<file path="config.mk">
export PLATFORM = sky130hd
export DESIGN_NAME = trial_division_prime_counter
export DESIGN_NICKNAME = d
export VERILOG_FILES = /design/src/rtl/tdpc_pkg.sv /design/src/rtl/tdpc_ctrl.sv /design/src/rtl/tdpc_datapath.sv /design/src/rtl/trial_division_prime_counter.sv
export SDC_FILE = /design/constraint.sdc
export NUM_CORES = 1
export LEC_CHECK = 0
export BUFFER_PORTS_ARGS = -buffer_cell sky130_fd_sc_hd__buf_2
export CORE_MARGIN = 5
export CORE_UTILIZATION = 50
export CTS_CLUSTER_DIAMETER = 80
export DETAILED_ROUTE_END_ITERATION = 7
export GPL_ROUTABILITY_DRIVEN = 0
export PLACE_DENSITY_LB_ADDON = 0.12
export SLEW_MARGIN = 0
export SYNTH_ARGS = -nofsm -noshare
export SYNTH_HDL_FRONTEND = slang
export SYNTH_HIERARCHICAL = 1
export SYNTH_SLANG_ARGS = --single-unit
</file>
<file path="constraint.sdc">
create_clock -name clock -period 5.5 [get_ports clock]
set_clock_uncertainty 0.05 [all_clocks]
set_input_delay 1.65 -clock clock [delete_from_list [all_inputs] [get_ports clock]]
set_output_delay 1.65 -clock clock [all_outputs]
set_load 0.03 [all_outputs]
</file>
<file path="src/rtl/tdpc_pkg.sv">
`timescale 1ns / 1ps

package tdpc_pkg;

   localparam int VALUE_BITS = 32;
   localparam int IN_W       = 32;
   localparam int CNT_W      = 32;
   localparam int RSP_W      = ((1 + CNT_W + 7) / 8) * 8;
   localparam int STEP_W     = $clog2(VALUE_BITS);

   localparam logic [CNT_W-1:0] CNT_MAX = '1;

   typedef enum logic [2:0] {
      ST_IDLE,
      ST_CHECK,
      ST_DIV,
      ST_NEXT,
      ST_FINISH
   } state_type;

   typedef struct packed {
      logic load;
      logic mark_prime;
      logic div_start;
      logic div_step;
      logic advance;
      logic finish;
   } cmd_type;

   typedef struct packed {
      logic is_end;
      logic is_small;
      logic past_bound;
      logic div_last;
      logic rem_zero;
      logic out_free;
   } status_type;

endpackage

</file>
<file path="src/rtl/tdpc_ctrl.sv">
`timescale 1ns / 1ps

module tdpc_ctrl (
   input  logic                 clock,
   input  logic                 reset,
   input  logic                 req_tvalid,
   output logic                 req_tready,
   input  tdpc_pkg::status_type status,
   output tdpc_pkg::cmd_type    cmd
);
   import tdpc_pkg::*;

   state_type state_ff;
   state_type state_in;

   always_ff @(posedge clock) begin
      if (reset) begin
         state_ff <= ST_IDLE;
      end else begin
         state_ff <= state_in;
      end
   end

   always_comb begin
      state_in   = state_ff;
      cmd        = '0;
      req_tready = 1'b0;
      case (state_ff)
         ST_IDLE: begin
            req_tready = 1'b1;
            if (req_tvalid) begin
               cmd.load = 1'b1;
               state_in = ST_CHECK;
            end
         end
         ST_CHECK: begin
            if (status.is_end || status.is_small) begin
               state_in = ST_FINISH;
            end else if (status.past_bound) begin
               cmd.mark_prime = 1'b1;
               state_in       = ST_FINISH;
            end else begin
               cmd.div_start = 1'b1;
               state_in      = ST_DIV;
            end
         end
         ST_DIV: begin
            cmd.div_step = 1'b1;
            if (status.div_last) begin
               state_in = ST_NEXT;
            end
         end
         ST_NEXT: begin
            if (status.rem_zero) begin
               state_in = ST_FINISH;
            end else begin
               cmd.advance = 1'b1;
               state_in    = ST_CHECK;
            end
         end
         ST_FINISH: begin
            if (status.out_free) begin
               cmd.finish = 1'b1;
               state_in   = ST_IDLE;
            end
         end
         default: begin
            state_in = ST_IDLE;
         end
      endcase
   end

endmodule

</file>
<file path="src/rtl/tdpc_datapath.sv">
`timescale 1ns / 1ps

module tdpc_datapath (
   input  logic                        clock,
   input  logic                        reset,
   input  logic [tdpc_pkg::IN_W-1:0]   req_value,
   input  tdpc_pkg::cmd_type           cmd,
   output tdpc_pkg::status_type        status,
   output logic                        rsp_tvalid,
   input  logic                        rsp_tready,
   output logic                        rsp_prime,
   output logic                        rsp_end,
   output logic [tdpc_pkg::CNT_W-1:0]  rsp_count
);
   import tdpc_pkg::*;

   logic [VALUE_BITS-1:0] raw;
   logic [VALUE_BITS-1:0] n_ff;
   logic [VALUE_BITS-1:0] d_ff;
   logic [VALUE_BITS-1:0] dsq_ff;
   logic [VALUE_BITS-1:0] rem_ff;
   logic [VALUE_BITS-1:0] rem_shift;
   logic [VALUE_BITS-1:0] rem_in;
   logic [STEP_W-1:0]     idx_ff;
   logic                  end_ff;
   logic                  small_ff;
   logic                  prime_ff;
   logic [CNT_W-1:0]      count_ff;
   logic [CNT_W-1:0]      count_in;
   logic                  rsp_valid_ff;
   logic                  out_prime_ff;
   logic                  out_end_ff;
   logic [CNT_W-1:0]      out_count_ff;

   assign raw       = VALUE_BITS'($signed(req_value));
   assign rem_shift = {rem_ff[VALUE_BITS-2:0], n_ff[idx_ff]};
   assign rem_in    = (rem_shift >= d_ff) ? (rem_shift - d_ff) : rem_shift;

   always_comb begin
      count_in = count_ff;
      if (end_ff) begin
         count_in = '0;
      end else if (prime_ff && (count_ff != CNT_MAX)) begin
         count_in = count_ff + CNT_W'(1);
      end
   end

   assign status.is_end     = end_ff;
   assign status.is_small   = small_ff;
   assign status.past_bound = dsq_ff > n_ff;
   assign status.div_last   = (idx_ff == '0);
   assign status.rem_zero   = (rem_ff == '0);
   assign status.out_free   = !rsp_valid_ff || rsp_tready;

   always_ff @(posedge clock) begin
      if (cmd.load) begin
         n_ff     <= raw;
         d_ff     <= VALUE_BITS'(2);
         dsq_ff   <= VALUE_BITS'(4);
         end_ff   <= &raw;
         small_ff <= raw[VALUE_BITS-1] || (raw < VALUE_BITS'(2));
      end else if (cmd.advance) begin
         d_ff   <= d_ff + VALUE_BITS'(1);
         dsq_ff <= dsq_ff + {d_ff[VALUE_BITS-2:0], 1'b0} + VALUE_BITS'(1);
      end
      if (cmd.div_start) begin
         rem_ff <= '0;
         idx_ff <= STEP_W'(VALUE_BITS - 1);
      end else if (cmd.div_step) begin
         rem_ff <= rem_in;
         idx_ff <= idx_ff - STEP_W'(1);
      end
      if (cmd.finish) begin
         out_prime_ff <= prime_ff && !end_ff;
         out_end_ff   <= end_ff;
         out_count_ff <= end_ff ? count_ff : count_in;
      end
   end

   always_ff @(posedge clock) begin
      if (reset) begin
         count_ff     <= '0;
         prime_ff     <= 1'b0;
         rsp_valid_ff <= 1'b0;
      end else begin
         if (cmd.load) begin
            prime_ff <= 1'b0;
         end else if (cmd.mark_prime) begin
            prime_ff <= 1'b1;
         end
         if (cmd.finish) begin
            count_ff     <= count_in;
            rsp_valid_ff <= 1'b1;
         end else if (rsp_tready) begin
            rsp_valid_ff <= 1'b0;
         end
      end
   end

   assign rsp_tvalid = rsp_valid_ff;
   assign rsp_prime  = out_prime_ff;
   assign rsp_end    = out_end_ff;
   assign rsp_count  = out_count_ff;

endmodule

</file>
<file path="src/rtl/trial_division_prime_counter.sv">
`timescale 1ns / 1ps

// Counts the primes in a stream of signed integers by trial division. Each
// accepted value yields one result with its prime flag and the running count
// of primes, which saturates at its maximum. The value -1 ends a run: its
// result carries tlast and the final count, and the count then restarts at
// zero. The block works on one value at a time. Every trial divisor takes
// one bound check, a division in a shift-and-subtract unit that retires one
// dividend bit per cycle, and one divisor update. At most floor(sqrt(n)) - 1
// divisors are tried for a value n. Values below 4, negative values and the
// end marker skip the division loop. The next value is taken while a result
// still waits in the output register.

module trial_division_prime_counter (
   input  logic                        clock,
   input  logic                        reset,
   input  logic                        req_tvalid,
   output logic                        req_tready,
   // [31:0] value
   input  logic [tdpc_pkg::IN_W-1:0]   req_tdata,
   output logic                        rsp_tvalid,
   input  logic                        rsp_tready,
   // [0] prime_flag, [32:1] count_so_far, upper bits zero
   output logic [tdpc_pkg::RSP_W-1:0]  rsp_tdata,
   output logic                        rsp_tlast
);
   import tdpc_pkg::*;

   cmd_type          cmd;
   status_type       status;
   logic             rsp_prime;
   logic [CNT_W-1:0] rsp_count;

   tdpc_ctrl u_ctrl (
      .clock      (clock),
      .reset      (reset),
      .req_tvalid (req_tvalid),
      .req_tready (req_tready),
      .status     (status),
      .cmd        (cmd)
   );

   tdpc_datapath u_datapath (
      .clock      (clock),
      .reset      (reset),
      .req_value  (req_tdata),
      .cmd        (cmd),
      .status     (status),
      .rsp_tvalid (rsp_tvalid),
      .rsp_tready (rsp_tready),
      .rsp_prime  (rsp_prime),
      .rsp_end    (rsp_tlast),
      .rsp_count  (rsp_count)
   );

   assign rsp_tdata = RSP_W'({rsp_count, rsp_prime});

endmodule

</file>
==> run_results.csv <==
group,metric,value,unit
synth,ys_ff_latch,206,
routing,vias,11900,
setup_path,reg2regPathDepth,15,
setup_path,max_stage_delay,560,ps
sta,hold_viol,0,
synth,ys_seq_area_share,35.3,%
die,die_y,175,microns
pwr,leakage,6.12,nW
die,core.rowCount,60,
clocking,post_cts_buffers,0,
pwr,seq_power_share,31.9,%
cells_and_area,layout.nets,1795,
clocking,clock_latency,540,ps
setup_path,crit_cells,15,
pwr,clockPowerShare,28.0,%
cells_and_area,n_antenna_cell,0,
setup_path,crit_family,"multiplexers",
global_routing,antenna_found_initial,0,
setup_path,crit_chain,"mux4_2, mux4_2, mux2i_1, ha_1, inv_1, fa_1, a211oi_1, o21ai_0, a211oi_1, o211ai_1, a311oi_1, buf_4, nor3_1, mux2_2, a211oi_1",
clocking,clk_pin_slew,60,ps
cells_and_area,drive_above_1_share,10.5,%
routing,first_pass_iters,5,
placed_design,dpl.hpwl,25800,microns
pwr,power_frac_comb,40.1,%
pwr,ir_drop,0.000334,V
sta,maxSlewHeadroom,32.4,%
pwr,internal-power,3.97,mW
sta,rsz0062_at_grt,"false",
placed_design,dpl.cell_count,1974,
sta,worstMarginPinSlew,1000,ps
sta,fmax,205,MHz
pwr,swShare,38.5,%
placed_design,port_buffers,71,
hold_path,hold_class,"flop to flop",
sta,finalCritPeriodShare,88.5,%
cells_and_area,ff_latch_area,0.00481,sq mm
routing,drc,0,
sta,holdWs,459,ps
synth,syn_avg_cell_area,8.42,sq um
pwr,p_switching,2.49,mW
cells_and_area,fillers,2475,
die,initial_core_util,50.7,%
pwr,power.total,6.46,mW
cells_and_area,area.growth.synth_to_final,11.4,%
die,ios,79,
setup_path,path_common_cell,"a211oi_1",
routing,drt_wl_total,34500,microns
routing,drtAntennaViolNets,0,
pwr,power.density,426,mW/mm^2
setup_path,crit_type,"flop to flop",
clocking,htreeDepth,1,
synth,async_flop_share,0,%
global_routing,grt_pass1_wl,56300,microns
die,dieArea,0.0306,sq mm
synth,synth_cell_type_count,80,
setup_path,crit_slowest_cell,"mux4_2",
setup_path,crit_required,5890,ps
sta,fin_tns_setup,0,ps
routing,drtIter0Drc,823,
routing,routedWlPerCell,17.1,microns
clocking,numCtsBuffers,25,
clocking,clock_path_buffers,3,
cells_and_area,multi_input_area,0.00813,sq mm
synth,yosysWarnings,6,
clocking,clock-sinks,206,
cells_and_area,final_cell_mix,"164 x nor2_1, 151 x nand2_1, 137 x dfxtp_1, 120 x a21oi_1, 102 x inv_1",
setup_path,path_buf_inv,2,
synth,synth_area,0.0136,sq mm
status,status,"finished clean",
global_routing,grt-ovfl-total,0,
cells_and_area,layout.cells.non_filler,2020,
global_routing,grt_pass1_vias,11200,
setup_path,critPathArrivalTime,5260,ps
setup_path,path_max_fanout,11,
sta,period_needed,4870,ps
clocking,cts.root.buffer_cell,"clkbuf_16",
cells_and_area,fin_util,56.4,%
global_routing,grtUsageTotal,21.8,%
hold_path,min_delay_path_depth,2,
cells_and_area,final_common_cell,"nor2_1",
routing,via_per_inst,5.89,
sta,slew_violations,0,
synth,synth_top_flop_cell,"dfxtp_1",
synth,synth_edf_count,68,
die,coreArea,0.0269,sq mm
global_routing,grt_max_degree,64,
run,maxCapViolations,0,
setup_path,start_kind,"flop",
setup_path,endpoint_kind,"flop",
die,fp.dieW,175,microns
clocking,cts_tree,"done",
synth,syn_inst,1618,
sta,setup_viol,0,
[flip-flops by register name, summed over array words and instances, names as in the netlist]
register               cells
u_datapath/rsp_tvalid      1
u_datapath/rsp_count      32
u_datapath/rsp_end         1
u_datapath/count_ff       32
u_datapath/end_ff          1
u_datapath/n_ff           32
u_datapath/d_ff           32
u_datapath/prime_ff        1
u_datapath/dsq_ff         32
u_ctrl/state_ff            3
u_datapath/rsp_prime       1
u_datapath/rem_ff         32
u_datapath/small_ff        1
u_datapath/idx_ff          5
[metrics by stage]
step / cell area, sq um / worst slack (ps)
2_1_floorplan: 13700 / 782
3_3_place_gp: 14200 / 549
3_5_place_dp: 14200 / 374
4_1_cts: 15200 / 309
5_1_grt: 15200 / 223
6_report: 15200 / 630
[power by group through the flow]
stage	logic [mW]	clock network (mW)	registers, mW
global route	2.89	1.92	2.09
floorplan	2.03	0	1.96
detailed placement	2.55	0	2.08
global placement	2.52	0	2.09
finish	2.59	1.81	2.06
CTS	2.57	1.85	2.05
[repair_timing]
item | in CTS | in global routing
endpoints found under the setup margin | 0 | 1
hold buffers | 0 | 0
resized for setup | 0 | 1
[Yosys cell counts, types with 9 or more instances]
library cell,number,area [sq um]
a311oi_1,22,193
mux2i_1,13,130
a211oi_1,19,143
a31oi_1,14,87.6
or3_1,15,93.8
nor3_1,50,250
a21oi_1,120,601
dfxtp_1,138,2760
nand3_1,42,210
nand2b_1,11,68.8
o21a_1,16,120
nor4_1,29,181
buf_4,10,75.1
inv_1,102,383
mux4_2,10,225
o21ai_0,86,430
edfxtp_1,68,2040
nand4_1,44,275
nor2_1,165,619
nor2b_1,18,113
o21bai_1,12,90.1
xor2_1,28,245
nand2_1,151,567
a21o_1,34,255
and3_1,17,106
o211ai_1,19,143
or4_1,9,67.6
ha_1,97,1210
clkbuf_1,59,221
xnor2_1,72,631
[path summary, 6_finish.rpt]
check	endpoint	startpoint	slack, ps
hold reg to reg	u_datapath/dsq_ff[12]	u_datapath/dsq_ff[12]	460
setup reg to reg	u_datapath/rem_ff[30]	u_datapath/idx_ff[0]	630
hold / removal	u_datapath/dsq_ff[12]	u_datapath/dsq_ff[12]	460
setup / recovery	u_datapath/rem_ff[30]	u_datapath/idx_ff[0]	630
[routing by layer]
layer | track usage, % | vias to the layer above | wire (microns)
met5 | 0 | - | 0
met3 | 2.92 | 56 | 1570
met4 | 6.09 | 0 | 904
met2 | 36.7 | 283 | 16000
met1 | 29.5 | 5573 | 16000
li1 | - | 5990 | -
[cell families (layout without fill, tap and decap cells)]
kind of cell               Yosys count  count (layout)  synth area share (%)
xor gates and xnor gates           100             100                  6.43
muxes                               29              29                  3.10
adders and majority gates           99              99                  9.20
and+or+nand+nor                    595             595                  21.5
other                                1               7                0.0275
buffers and inverters              184             239                  5.44
DFF                                206             206                  35.3
AOI/OAI and AO/OA                  404             404                  19.0
[worst min-delay path, delay by kind of cell, from the launching register on]
kind / cells / cell delay, ps
DFF: 1 / 330
AOI/OAI and AO/OA: 1 / 60
and+or+nand+nor: 1 / 70
[area by class of cell]
class	instances	share of cell area, %
Multi-Input combinational cell	1234	53.6
Sequential cell	206	31.7
Clock buffer	31	4.67
Timing Repair Buffer	90	3.28
Tap cell	341	2.81
Inverter	103	2.55
Clock inverter	15	1.44
(Power assumes the default switching activity.)
